==> src/rtl/core/crfq_pkg.sv <==
`timescale 1ns / 1ps
// ----------------------------------------------------------------------------
// Camera / radar fusion qualifier package
// Shared codes, register indexes, reset values and the configuration bundle.
// ----------------------------------------------------------------------------
package crfq_pkg;

  // Configuration port geometry.
  localparam int CFG_INDEX_W = 3;
  localparam int CFG_DATA_W  = 16;

  // Fixed register widths.
  localparam int AGE_W = 16;
  localparam int THR_W = 8;
  localparam int TOL_W = 12;
  localparam int DIST_W = 16;

  // Register indexes on the configuration port.
  typedef enum logic [CFG_INDEX_W-1:0] {
    REG_CAMERA_MAX_AGE = 3'd0,
    REG_RADAR_MAX_AGE  = 3'd1,
    REG_TIME_TOLERANCE = 3'd2,
    REG_HOLD           = 3'd3,
    REG_HIT_THRESHOLD  = 3'd4,
    REG_MISS_THRESHOLD = 3'd5,
    REG_CENTER_TOL     = 3'd6
  } reg_index_t;

  // Register reset values.
  localparam logic [AGE_W-1:0] RST_CAMERA_MAX_AGE = 16'd500;
  localparam logic [AGE_W-1:0] RST_RADAR_MAX_AGE  = 16'd500;
  localparam logic [AGE_W-1:0] RST_TIME_TOLERANCE = 16'd200;
  localparam logic [AGE_W-1:0] RST_HOLD           = 16'd300;
  localparam logic [THR_W-1:0] RST_HIT_THRESHOLD  = 8'd3;
  localparam logic [THR_W-1:0] RST_MISS_THRESHOLD = 8'd3;
  localparam logic [TOL_W-1:0] RST_CENTER_TOL     = 12'd20;

  // Operation codes of an input word.
  typedef enum logic [1:0] {
    OP_CAMERA      = 2'd0,
    OP_RADAR       = 2'd1,
    OP_SECOND_POSE = 2'd2,
    OP_TASK_RESET  = 2'd3
  } op_t;

  // Task stage codes.
  localparam logic [1:0] STAGE_FIRST  = 2'd0;
  localparam logic [1:0] STAGE_MOVING = 2'd1;
  localparam logic [1:0] STAGE_SECOND = 2'd2;

  // Move hint codes.
  localparam logic [1:0] HINT_NONE = 2'd0;
  localparam logic [1:0] HINT_NEAR = 2'd1;
  localparam logic [1:0] HINT_FAR  = 2'd2;

  // Configuration bundle handed from the register file to the datapath.
  typedef struct packed {
    logic [AGE_W-1:0] camera_max_age;
    logic [AGE_W-1:0] radar_max_age;
    logic [AGE_W-1:0] time_tolerance;
    logic [AGE_W-1:0] hold;
    logic [THR_W-1:0] hit_threshold;
    logic [THR_W-1:0] miss_threshold;
    logic [TOL_W-1:0] center_tol;
  } cfg_t;

endpackage

==> src/rtl/core/crfq_if.sv <==
`timescale 1ns / 1ps
// ----------------------------------------------------------------------------
// Camera / radar fusion qualifier channels
// Valid/ready channels for report words and result words.
// ----------------------------------------------------------------------------
interface crfq_report_if #(
  parameter int TIME_BITS = 48,
  parameter int ROW_BITS  = 12
);
  logic                 valid;
  logic                 ready;
  logic [1:0]           op;
  logic [TIME_BITS-1:0] now_ms;
  logic                 report_found;
  logic [TIME_BITS-1:0] report_time_ms;
  logic [ROW_BITS-1:0]  target_row;
  logic [15:0]          target_distance_mm;
  logic [ROW_BITS-1:0]  image_height;

  modport source (
    output valid, op, now_ms, report_found, report_time_ms, target_row,
           target_distance_mm, image_height,
    input  ready
  );
  modport sink (
    input  valid, op, now_ms, report_found, report_time_ms, target_row,
           target_distance_mm, image_height,
    output ready
  );
endinterface

interface crfq_result_if;
  logic        valid;
  logic        ready;
  logic [1:0]  stage;
  logic        fused_now;
  logic        stable;
  logic        centered;
  logic [1:0]  move_hint;
  logic        first_done;
  logic [15:0] first_distance_mm;
  logic        second_ready;

  modport source (
    output valid, stage, fused_now, stable, centered, move_hint, first_done,
           first_distance_mm, second_ready,
    input  ready
  );
  modport sink (
    input  valid, stage, fused_now, stable, centered, move_hint, first_done,
           first_distance_mm, second_ready,
    output ready
  );
endinterface

==> src/rtl/core/camera_radar_fusion_qualifier.sv <==
`timescale 1ns / 1ps
// ----------------------------------------------------------------------------
// Camera / radar fusion qualifier
// Fuses the latest camera and radar target reports, debounces the result and
// sequences a two-pose detect task.
// ----------------------------------------------------------------------------
//
//  Channel   Dir  Handshake       Word
//  --------  ---  --------------  ---------------------------------------------
//  report    in   valid / ready   op, now_ms, report fields, image_height
//  result    out  valid / ready   stage, fusion flags, hint, pulses, distance
//  cfg_*     in   cfg_write only  register index and data, no back-pressure
//
//  Every report word yields exactly one result word, which passes from the
//  input register through the evaluation into the result register; a stall
//  of the result side holds it in the input register. One word per cycle is
//  sustained while the result side does not stall: the evaluation is a single
//  stage of compares and counters between the registers. Reset is synchronous
//  and clears all fusion and task state and loads the register defaults. A
//  stalled result register holds its word; the input register keeps taking
//  words until both registers are full.
//
module camera_radar_fusion_qualifier import crfq_pkg::*; #(
  parameter int TIME_BITS  = 48,
  parameter int ROW_BITS   = 12,
  parameter int COUNT_BITS = 8
) (
  input  logic                   clk,
  input  logic                   rst,
  input  logic                   cfg_write,
  input  logic [CFG_INDEX_W-1:0] cfg_index,
  input  logic [CFG_DATA_W-1:0]  cfg_data,
  crfq_report_if.sink            report,
  crfq_result_if.source          result
);

  // Width for comparing counters against the 8-bit thresholds.
  localparam int CMP_W = (COUNT_BITS > THR_W) ? COUNT_BITS : THR_W;
  // Width for comparing a row offset against the 12-bit tolerance.
  localparam int ROFF_W = (ROW_BITS > TOL_W) ? ROW_BITS : TOL_W;
  // Width holding three times (row + 1).
  localparam int ROW3_W = ROW_BITS + 3;

  // Register bundle.
  cfg_t cfg;

  crfq_cfg_regs u_cfg_regs (
    .clk       (clk),
    .rst       (rst),
    .cfg_write (cfg_write),
    .cfg_index (cfg_index),
    .cfg_data  (cfg_data),
    .cfg       (cfg)
  );

  // --------------------------------------------------------------------------
  // Input register
  // --------------------------------------------------------------------------
  logic                 in_valid;
  op_t                  in_op;
  logic [TIME_BITS-1:0] in_now;
  logic                 in_found;
  logic [TIME_BITS-1:0] in_rtime;
  logic [ROW_BITS-1:0]  in_row;
  logic [DIST_W-1:0]    in_dist;
  logic [ROW_BITS-1:0]  in_height;

  logic advance;
  logic out_valid;

  // The evaluated word moves into the result register when that register is
  // empty or is being emptied in the same cycle.
  assign advance      = in_valid && (!out_valid || result.ready);
  assign report.ready = !in_valid || advance;

  always_ff @(posedge clk) begin
    if (rst) begin
      in_valid <= 1'b0;
    end else if (report.valid && report.ready) begin
      in_valid <= 1'b1;
    end else if (advance) begin
      in_valid <= 1'b0;
    end
  end

  always_ff @(posedge clk) begin
    if (report.valid && report.ready) begin
      in_op     <= op_t'(report.op);
      in_now    <= report.now_ms;
      in_found  <= report.report_found;
      in_rtime  <= report.report_time_ms;
      in_row    <= report.target_row;
      in_dist   <= report.target_distance_mm;
      in_height <= report.image_height;
    end
  end

  // --------------------------------------------------------------------------
  // Fusion and task state
  // --------------------------------------------------------------------------
  logic [1:0]            stage_reg;
  logic                  cam_found;
  logic [TIME_BITS-1:0]  cam_time;
  logic [ROW_BITS-1:0]   cam_row;
  logic                  radar_found;
  logic [TIME_BITS-1:0]  radar_time;
  logic [DIST_W-1:0]     radar_dist;
  logic [ROW_BITS-1:0]   frame_height;
  logic [TIME_BITS-1:0]  last_match_time;
  logic [COUNT_BITS-1:0] hit_count;
  logic [COUNT_BITS-1:0] miss_count;
  logic                  stable_flag;
  logic                  second_cmd_sent;
  logic                  stage2_sent;
  logic [DIST_W-1:0]     latched_dist;

  logic [1:0]            stage_reg_next;
  logic                  cam_found_next;
  logic [TIME_BITS-1:0]  cam_time_next;
  logic [ROW_BITS-1:0]   cam_row_next;
  logic                  radar_found_next;
  logic [TIME_BITS-1:0]  radar_time_next;
  logic [DIST_W-1:0]     radar_dist_next;
  logic [ROW_BITS-1:0]   frame_height_next;
  logic [TIME_BITS-1:0]  last_match_time_next;
  logic [COUNT_BITS-1:0] hit_count_next;
  logic [COUNT_BITS-1:0] miss_count_next;
  logic                  stable_flag_next;
  logic                  second_cmd_sent_next;
  logic                  stage2_sent_next;
  logic [DIST_W-1:0]     latched_dist_next;

  // True when t is no older than limit at time now; a time in the future
  // counts as current.
  function automatic logic within_age(
    input logic [TIME_BITS-1:0] now,
    input logic [TIME_BITS-1:0] t,
    input logic [AGE_W-1:0]     limit
  );
    logic [TIME_BITS-1:0] age;
    age = now - t;
    return (t >= now) || (age <= TIME_BITS'(limit));
  endfunction

  // --------------------------------------------------------------------------
  // Report store update
  // --------------------------------------------------------------------------
  // A camera target in the top third of the frame is suppressed in stage one.
  // row < height / 3 is the same as 3 * (row + 1) <= height.
  logic [ROW3_W-1:0] row_plus1;
  logic [ROW3_W-1:0] row_times3;
  logic              top_third;

  assign row_plus1  = ROW3_W'(in_row) + ROW3_W'(1);
  assign row_times3 = (row_plus1 << 1) + row_plus1;
  assign top_third  = row_times3 <= ROW3_W'(in_height);

  always_comb begin
    cam_found_next    = cam_found;
    cam_time_next     = cam_time;
    cam_row_next      = cam_row;
    radar_found_next  = radar_found;
    radar_time_next   = radar_time;
    radar_dist_next   = radar_dist;
    frame_height_next = frame_height;
    case (in_op)
      OP_CAMERA: begin
        frame_height_next = in_height;
        cam_found_next    = in_found && !((stage_reg == STAGE_FIRST) && top_third);
        cam_time_next     = in_rtime;
        cam_row_next      = in_row;
      end
      OP_RADAR: begin
        frame_height_next = in_height;
        radar_found_next  = in_found;
        radar_time_next   = in_rtime;
        radar_dist_next   = in_dist;
      end
      OP_SECOND_POSE: begin
        // Stored reports are dropped; the frame height is kept.
        cam_found_next   = 1'b0;
        cam_time_next    = '0;
        cam_row_next     = '0;
        radar_found_next = 1'b0;
        radar_time_next  = '0;
        radar_dist_next  = '0;
      end
      default: begin
        cam_found_next    = 1'b0;
        cam_time_next     = '0;
        cam_row_next      = '0;
        radar_found_next  = 1'b0;
        radar_time_next   = '0;
        radar_dist_next   = '0;
        frame_height_next = '0;
      end
    endcase
  end

  // --------------------------------------------------------------------------
  // Centring check against half the frame height, on the updated store
  // --------------------------------------------------------------------------
  logic [ROW_BITS-1:0] half_height;
  logic [ROW_BITS-1:0] row_dev;
  logic                row_below;
  logic                row_ok;

  assign half_height = frame_height_next >> 1;
  assign row_below   = cam_row_next > half_height;
  assign row_dev     = row_below ? (cam_row_next - half_height)
                                 : (half_height - cam_row_next);
  assign row_ok      = ROFF_W'(row_dev) <= ROFF_W'(cfg.center_tol);

  // --------------------------------------------------------------------------
  // Freshness, time agreement and hold window
  // --------------------------------------------------------------------------
  logic                 cam_fresh;
  logic                 radar_fresh;
  logic [TIME_BITS-1:0] time_gap;
  logic                 gap_ok;
  logic                 held;

  assign cam_fresh   = cam_found_next && (cam_time_next != '0) &&
                       within_age(in_now, cam_time_next, cfg.camera_max_age);
  assign radar_fresh = radar_found_next && (radar_time_next != '0) &&
                       within_age(in_now, radar_time_next, cfg.radar_max_age);
  assign time_gap    = (cam_time_next >= radar_time_next)
                       ? (cam_time_next - radar_time_next)
                       : (radar_time_next - cam_time_next);
  assign gap_ok      = time_gap <= TIME_BITS'(cfg.time_tolerance);
  assign held        = within_age(in_now, last_match_time, cfg.hold);

  // --------------------------------------------------------------------------
  // Debounce and task sequencing
  // --------------------------------------------------------------------------
  logic       fused;
  logic       first_done_now;
  logic       second_ready_now;
  logic       centered_now;
  logic [1:0] hint_now;

  always_comb begin
    stage_reg_next       = stage_reg;
    last_match_time_next = last_match_time;
    hit_count_next       = hit_count;
    miss_count_next      = miss_count;
    stable_flag_next     = stable_flag;
    second_cmd_sent_next = second_cmd_sent;
    stage2_sent_next     = stage2_sent;
    latched_dist_next    = latched_dist;
    fused                = 1'b0;
    first_done_now       = 1'b0;
    second_ready_now     = 1'b0;

    case (in_op)
      OP_SECOND_POSE: begin
        stage_reg_next       = STAGE_SECOND;
        second_cmd_sent_next = 1'b0;
        stable_flag_next     = 1'b0;
        hit_count_next       = '0;
        miss_count_next      = '0;
        last_match_time_next = '0;
        stage2_sent_next     = 1'b0;
      end
      OP_TASK_RESET: begin
        stage_reg_next       = STAGE_FIRST;
        second_cmd_sent_next = 1'b0;
        latched_dist_next    = '0;
        stable_flag_next     = 1'b0;
        hit_count_next       = '0;
        miss_count_next      = '0;
        last_match_time_next = '0;
        stage2_sent_next     = 1'b0;
      end
      default: begin
        // A direct match refreshes the hold window; otherwise a recent match
        // keeps fusion alive.
        if (cam_fresh && radar_fresh) begin
          if (gap_ok) begin
            fused                = 1'b1;
            last_match_time_next = in_now;
          end else if (held) begin
            fused = 1'b1;
          end
        end

        // Saturating hit and miss counters.
        if (fused) begin
          if (!(&hit_count)) begin
            hit_count_next = hit_count + COUNT_BITS'(1);
          end
          miss_count_next = '0;
        end else begin
          if (!(&miss_count)) begin
            miss_count_next = miss_count + COUNT_BITS'(1);
          end
          hit_count_next = '0;
        end

        case (stage_reg)
          STAGE_FIRST: begin
            if (!stable_flag && (CMP_W'(hit_count_next) >= CMP_W'(cfg.hit_threshold))) begin
              stable_flag_next = 1'b1;
            end
            if (stable_flag_next && fused && !second_cmd_sent && row_ok) begin
              second_cmd_sent_next = 1'b1;
              latched_dist_next    = radar_dist_next;
              stage_reg_next       = STAGE_MOVING;
              first_done_now       = 1'b1;
            end
          end
          STAGE_SECOND: begin
            if (!stable_flag && (CMP_W'(hit_count_next) >= CMP_W'(cfg.hit_threshold))) begin
              stable_flag_next = 1'b1;
            end
            if (stable_flag_next && fused && row_ok && !stage2_sent) begin
              stage2_sent_next = 1'b1;
              second_ready_now = 1'b1;
            end
          end
          default: begin
            // While moving, stable is never raised.
          end
        endcase

        // Enough consecutive misses drop the stable flag; in stage one this
        // also re-arms the move command.
        if (stable_flag_next &&
            (CMP_W'(miss_count_next) >= CMP_W'(cfg.miss_threshold))) begin
          stable_flag_next = 1'b0;
          if (stage_reg_next == STAGE_FIRST) begin
            second_cmd_sent_next = 1'b0;
          end
        end
      end
    endcase

    centered_now = stable_flag_next && row_ok;
    if ((stage_reg_next == STAGE_SECOND) && stable_flag_next && !centered_now) begin
      hint_now = row_below ? HINT_NEAR : HINT_FAR;
    end else begin
      hint_now = HINT_NONE;
    end
  end

  always_ff @(posedge clk) begin
    if (rst) begin
      stage_reg       <= STAGE_FIRST;
      cam_found       <= 1'b0;
      cam_time        <= '0;
      cam_row         <= '0;
      radar_found     <= 1'b0;
      radar_time      <= '0;
      radar_dist      <= '0;
      frame_height    <= '0;
      last_match_time <= '0;
      hit_count       <= '0;
      miss_count      <= '0;
      stable_flag     <= 1'b0;
      second_cmd_sent <= 1'b0;
      stage2_sent     <= 1'b0;
      latched_dist    <= '0;
    end else if (advance) begin
      stage_reg       <= stage_reg_next;
      cam_found       <= cam_found_next;
      cam_time        <= cam_time_next;
      cam_row         <= cam_row_next;
      radar_found     <= radar_found_next;
      radar_time      <= radar_time_next;
      radar_dist      <= radar_dist_next;
      frame_height    <= frame_height_next;
      last_match_time <= last_match_time_next;
      hit_count       <= hit_count_next;
      miss_count      <= miss_count_next;
      stable_flag     <= stable_flag_next;
      second_cmd_sent <= second_cmd_sent_next;
      stage2_sent     <= stage2_sent_next;
      latched_dist    <= latched_dist_next;
    end
  end

  // --------------------------------------------------------------------------
  // Result register
  // --------------------------------------------------------------------------
  always_ff @(posedge clk) begin
    if (rst) begin
      out_valid <= 1'b0;
    end else if (advance) begin
      out_valid <= 1'b1;
    end else if (result.ready) begin
      out_valid <= 1'b0;
    end
  end

  always_ff @(posedge clk) begin
    if (advance) begin
      result.stage             <= stage_reg_next;
      result.fused_now         <= fused;
      result.stable            <= stable_flag_next;
      result.centered          <= centered_now;
      result.move_hint         <= hint_now;
      result.first_done        <= first_done_now;
      result.first_distance_mm <= latched_dist_next;
      result.second_ready      <= second_ready_now;
    end
  end

  assign result.valid = out_valid;

endmodule

==> src/rtl/core/crfq_cfg_regs.sv <==
`timescale 1ns / 1ps
// ----------------------------------------------------------------------------
// Camera / radar fusion qualifier configuration registers
// Decodes writes from the configuration port into the register bundle.
// ----------------------------------------------------------------------------
module crfq_cfg_regs import crfq_pkg::*; (
  input  logic                   clk,
  input  logic                   rst,
  input  logic                   cfg_write,
  input  logic [CFG_INDEX_W-1:0] cfg_index,
  input  logic [CFG_DATA_W-1:0]  cfg_data,
  output cfg_t                   cfg
);

  always_ff @(posedge clk) begin
    if (rst) begin
      cfg.camera_max_age <= RST_CAMERA_MAX_AGE;
      cfg.radar_max_age  <= RST_RADAR_MAX_AGE;
      cfg.time_tolerance <= RST_TIME_TOLERANCE;
      cfg.hold           <= RST_HOLD;
      cfg.hit_threshold  <= RST_HIT_THRESHOLD;
      cfg.miss_threshold <= RST_MISS_THRESHOLD;
      cfg.center_tol     <= RST_CENTER_TOL;
    end else if (cfg_write) begin
      unique case (cfg_index)
        REG_CAMERA_MAX_AGE: cfg.camera_max_age <= cfg_data[AGE_W-1:0];
        REG_RADAR_MAX_AGE:  cfg.radar_max_age  <= cfg_data[AGE_W-1:0];
        REG_TIME_TOLERANCE: cfg.time_tolerance <= cfg_data[AGE_W-1:0];
        REG_HOLD:           cfg.hold           <= cfg_data[AGE_W-1:0];
        REG_HIT_THRESHOLD:  cfg.hit_threshold  <= cfg_data[THR_W-1:0];
        REG_MISS_THRESHOLD: cfg.miss_threshold <= cfg_data[THR_W-1:0];
        REG_CENTER_TOL:     cfg.center_tol     <= cfg_data[TOL_W-1:0];
        default: begin
          // Unused index: the write is dropped.
        end
      endcase
    end
  end

endmodule
==> src/flat_wrapper.sv <==
// flat-port wrapper written by rule: the top's interface ports become plain ports
module camera_radar_fusion_qualifier_flat import crfq_pkg::*;
#(
  parameter int TIME_BITS  = 48,
  parameter int ROW_BITS   = 12,
  parameter int COUNT_BITS = 8
)
  (clk, rst, cfg_write, cfg_index, cfg_data, report_valid, report_op, report_now_ms, report_report_found, report_report_time_ms, report_target_row, report_target_distance_mm, report_image_height, report_ready, result_valid, result_stage, result_fused_now, result_stable, result_centered, result_move_hint, result_first_done, result_first_distance_mm, result_second_ready, result_ready);
  crfq_report_if #(.TIME_BITS(TIME_BITS), .ROW_BITS(ROW_BITS)) report_i ();
  crfq_result_if result_i ();
  input  logic clk;
  input  logic rst;
  input  logic cfg_write;
  input  logic [CFG_INDEX_W-1:0] cfg_index;
  input  logic [CFG_DATA_W-1:0] cfg_data;
  input wire logic [$bits(report_i.valid)-1:0] report_valid;
  input wire logic [$bits(report_i.op)-1:0] report_op;
  input wire logic [$bits(report_i.now_ms)-1:0] report_now_ms;
  input wire logic [$bits(report_i.report_found)-1:0] report_report_found;
  input wire logic [$bits(report_i.report_time_ms)-1:0] report_report_time_ms;
  input wire logic [$bits(report_i.target_row)-1:0] report_target_row;
  input wire logic [$bits(report_i.target_distance_mm)-1:0] report_target_distance_mm;
  input wire logic [$bits(report_i.image_height)-1:0] report_image_height;
  output wire logic [$bits(report_i.ready)-1:0] report_ready;
  output wire logic [$bits(result_i.valid)-1:0] result_valid;
  output wire logic [$bits(result_i.stage)-1:0] result_stage;
  output wire logic [$bits(result_i.fused_now)-1:0] result_fused_now;
  output wire logic [$bits(result_i.stable)-1:0] result_stable;
  output wire logic [$bits(result_i.centered)-1:0] result_centered;
  output wire logic [$bits(result_i.move_hint)-1:0] result_move_hint;
  output wire logic [$bits(result_i.first_done)-1:0] result_first_done;
  output wire logic [$bits(result_i.first_distance_mm)-1:0] result_first_distance_mm;
  output wire logic [$bits(result_i.second_ready)-1:0] result_second_ready;
  input wire logic [$bits(result_i.ready)-1:0] result_ready;
  assign report_i.valid = report_valid;
  assign report_i.op = report_op;
  assign report_i.now_ms = report_now_ms;
  assign report_i.report_found = report_report_found;
  assign report_i.report_time_ms = report_report_time_ms;
  assign report_i.target_row = report_target_row;
  assign report_i.target_distance_mm = report_target_distance_mm;
  assign report_i.image_height = report_image_height;
  assign report_ready = report_i.ready;
  assign result_valid = result_i.valid;
  assign result_stage = result_i.stage;
  assign result_fused_now = result_i.fused_now;
  assign result_stable = result_i.stable;
  assign result_centered = result_i.centered;
  assign result_move_hint = result_i.move_hint;
  assign result_first_done = result_i.first_done;
  assign result_first_distance_mm = result_i.first_distance_mm;
  assign result_second_ready = result_i.second_ready;
  assign result_i.ready = result_ready;
  camera_radar_fusion_qualifier #(.TIME_BITS(TIME_BITS), .ROW_BITS(ROW_BITS), .COUNT_BITS(COUNT_BITS)) u_core (.clk(clk), .rst(rst), .cfg_write(cfg_write), .cfg_index(cfg_index), .cfg_data(cfg_data), .report(report_i), .result(result_i));
endmodule
==> config.mk <==
export PLATFORM = sky130hd
export DESIGN_NAME = camera_radar_fusion_qualifier_flat
export DESIGN_NICKNAME = d
export VERILOG_FILES = /design/src/rtl/core/crfq_pkg.sv /design/src/rtl/core/crfq_if.sv /design/src/rtl/core/camera_radar_fusion_qualifier.sv /design/src/rtl/core/crfq_cfg_regs.sv /design/src/flat_wrapper.sv
export SDC_FILE = /design/constraint.sdc
export NUM_CORES = 2
export LEC_CHECK = 0
export BUFFER_PORTS_ARGS = -buffer_cell sky130_fd_sc_hd__buf_2
export CORE_ASPECT_RATIO = 1.2
export CORE_MARGIN = 4
export CORE_UTILIZATION = 40
export CTS_CLUSTER_DIAMETER = 30
export DETAILED_ROUTE_END_ITERATION = 6
export RECOVER_POWER = 50
export REMOVE_ABC_BUFFERS = 1
export SKIP_CTS_REPAIR_TIMING = 1
export SYNTH_ARGS = -nofsm -noshare
export SYNTH_HDL_FRONTEND = slang
export SYNTH_SLANG_ARGS = --single-unit
==> constraint.sdc <==
create_clock -name clk -period 10.05 [get_ports clk]
set_input_delay 1.005 -clock clk [delete_from_list [all_inputs] [get_ports clk]]
set_output_delay 1.005 -clock clk [all_outputs]
set_load 0.005 [all_outputs]
==> metrics.txt <==
placeable core area 95600 µm²; Die W 292 µm; Synth Warn # 0; WL/cell 24.1 µm; die height 348 µm; clk slew on worst S/H paths 60 ps; Pwr Density 176 nW/µm²; R2R cell count 38; clk_lat worst skew 710 ps; Clock Tree Buf Depth 3; CP Capture Type flip-flop; Placed Instance Area 40900 µm²; hold path endpoint u_core.cam_found; Root Driver clkbuf_16; Final #Nets 5598; Tcrit/Tclk final 95.4%; Min-Delay Startpoint u_core.cam_found; pre-CTS worst setup slack 186 ps; post-route setup TNS 0 ps; R2R setup slack 460 ps; Die Area 102000 µm²; post-layout instance area 44900 µm²; data required time at the worst endpoint 10680 ps; Worst R2R End u_core.latched_dist[7]; # port buffers 189; vias in the first global route 36200; crit start category flip-flop; crit path max fanout 45; worst min path class flip-flop to flip-flop; Worst R2R Start u_core.in_now[0]; Async SR Flop Fraction 0%; sequential share of the synthesized area 29.2%; Avg Cell Area, Syn 7.85 µm²; Yosys top cell area share 16.4%; first-pass GRT wire length 226000 µm; Max-slew headroom -154%; pin count of the biggest net entering global routing 77; sw frac 33.0%; all-layer global routing usage 28.8%; # Max-Cap Violations 7; io pins 190; ys flop type dfxtp_1; CP Data Arrival Time 10220 ps; drt total wl 154000 µm; DRT Pass-1 Iters 7; FMAX 104 MHz; number of synthesized flops with an enable pin 164; Max Clock Skew 53.3 ps; Gate power share 24.9%; Vias/cell 5.94; hold slack 449 ps; Critical Path Slowest Stage Cell a2111oi_0; Iteration-0 DRC Markers 3240; clock power share 47.8%; Sink Count 480; VDD IR max 174 µV; RePlAce Congestion 1.03; fin crit period 9590 ps; total number of vias 38000; pin slew with the least headroom to its limit 3820 ps; switching power 2.60 mW; TritonCTS Buffers 107; Pint 5.30 mW; CP Class flip-flop to flip-flop; crit-path max cell delay 550 ps; post-synth top area cell dfxtp_1; Largest register FFs 92; final hold vios 0; commonest cells after routing, fill and taps aside nand2_1 (684), a21oi_1 (559), nor2_1 (385); initial antenna violation count 3; Final Max Tran Viols 364; Cell Area, Synth 38600 µm²; filler cell count 9632; Post-DP HPWL 122000 µm; share of cells above drive strength 1 10.4%; Core Util, Final 47.0%; Setup Viol. Count Final 0; failing checks max-capacitance violations, max-slew violations; Post-Syn Instances 4914; commonest non-fill, non-tap cell in the layout nand2_1; Final WS setup 459 ps; Starting Density 40.4%; Synth cell types 84; Pleak 17.7 nW; Area growth syn-to-layout 16.4%; Synth Register Bits 480; Largest Register u_core.u_cfg_regs.cfg; top cells by area, synth dfxtp_1 (16%), edfxtp_1 (13%), ha_1 (12%), a21oi_1 (7.3%), nand2_1 (6.7%); sequential share of power 27.3%; H-tree levels 3; CTS tree built; hold path cells 2; total gr overflow 0; Detail Route Antenna Nets 0; DRC violations left 0; status finished with violations; num rows 124
[synth_stat cells, types with 20 or more instances]
cell	n
nor4_1	63
nor3_1	65
buf_2	22
a21oi_1	563
a21o_1	90
nor2_1	387
nand3_1	80
edfxtp_1	164
a22oi_1	22
xor2_1	76
o211ai_1	46
xnor2_1	85
inv_1	323
a211o_1	27
o21a_1	69
nand2b_1	27
o21ai_0	210
mux2i_1	157
or4_1	34
and4_1	20
buf_1	35
nand2_1	684
or3_1	28
clkbuf_1	215
dfxtp_1	316
a211oi_1	59
ha_1	382
o21bai_1	32
a221oi_1	24
and3_1	28
o31ai_1	35
nor2b_1	39
a31oi_1	52
a22o_1	60
nand4_1	132
[critical path, delay by kind of cell (launching register included)]
family	cells	cell delay, ps
AND/OR/NAND/NOR	15	3650
AO/OA/AOI/OAI	13	3110
adder cells (fa/ha/maj)	4	1210
buffers and inverters	5	970
flip-flops	1	410
XOR/XNOR	1	150
[cell type report]
| type | count | area, µm² | area share [%] |
|---|---|---|---|
| clock inverter | 70 | 1010 | 2.25 |
| clock buffer | 131 | 2930 | 6.53 |
| antenna | 2 | 5.00 | 0.0111 |
| multi-input combinational | 3832 | 25100 | 55.9 |
| sequential | 480 | 11300 | 25.1 |
| inverter | 323 | 1210 | 2.70 |
| tap | 1260 | 1580 | 3.51 |
| timing repair buffer | 301 | 1810 | 4.03 |
[per-stage QoR]
step	instances	power, mW
2_1_floorplan	4635	3.44
3_3_place_gp	6188	4.12
3_5_place_dp	6188	4.10
4_1_cts	6389	7.92
5_1_grt	6397	8.24
6_report	6399	7.90
[logic make-up after synthesis]
logic type / synth area share (%)
AND/OR/NAND/NOR: 19.7
multiplexers: 4.48
AO/OA/AOI/OAI: 24.2
XOR/XNOR: 3.65
flip-flops: 29.2
buffers and inverters: 6.01
adder cells (fa/ha/maj): 12.8
[metal layers]
metal	GRT usage, %	wire length (µm)	vias to the layer above
met3	3.68	8640	344
li1	-	-	18200
met4	17.4	10500	2
met5	0	12	-
met1	35.4	63000	18200
met2	48.1	71900	1304
[power groups by stage]
stage	sequential, mW	combinational, mW	clock, mW
2_1_floorplan	2.16	1.27	0
5_1_grt	2.16	2.14	3.94
4_1_cts	2.15	1.92	3.84
6_report	2.16	1.97	3.77
3_3_place_gp	2.19	1.92	0
3_5_place_dp	2.19	1.91	0
[worst max path at each step]
stage | startpoint | endpoint | cells past startpoint
floorplan | u_core.in_op[0] | u_core.latched_dist[0] | 38
global placement | u_core.in_op[0] | u_core.latched_dist[2] | 42
detailed placement | u_core.in_op[0] | u_core.latched_dist[3] | 45
CTS | u_core.in_op[0] | u_core.latched_dist[15] | 45
global route | u_core.in_op[0] | u_core.latched_dist[14] | 44
finish | u_core.in_now[0] | u_core.latched_dist[7] | 38
Note: power is estimated with default switching activity, not from simulation.
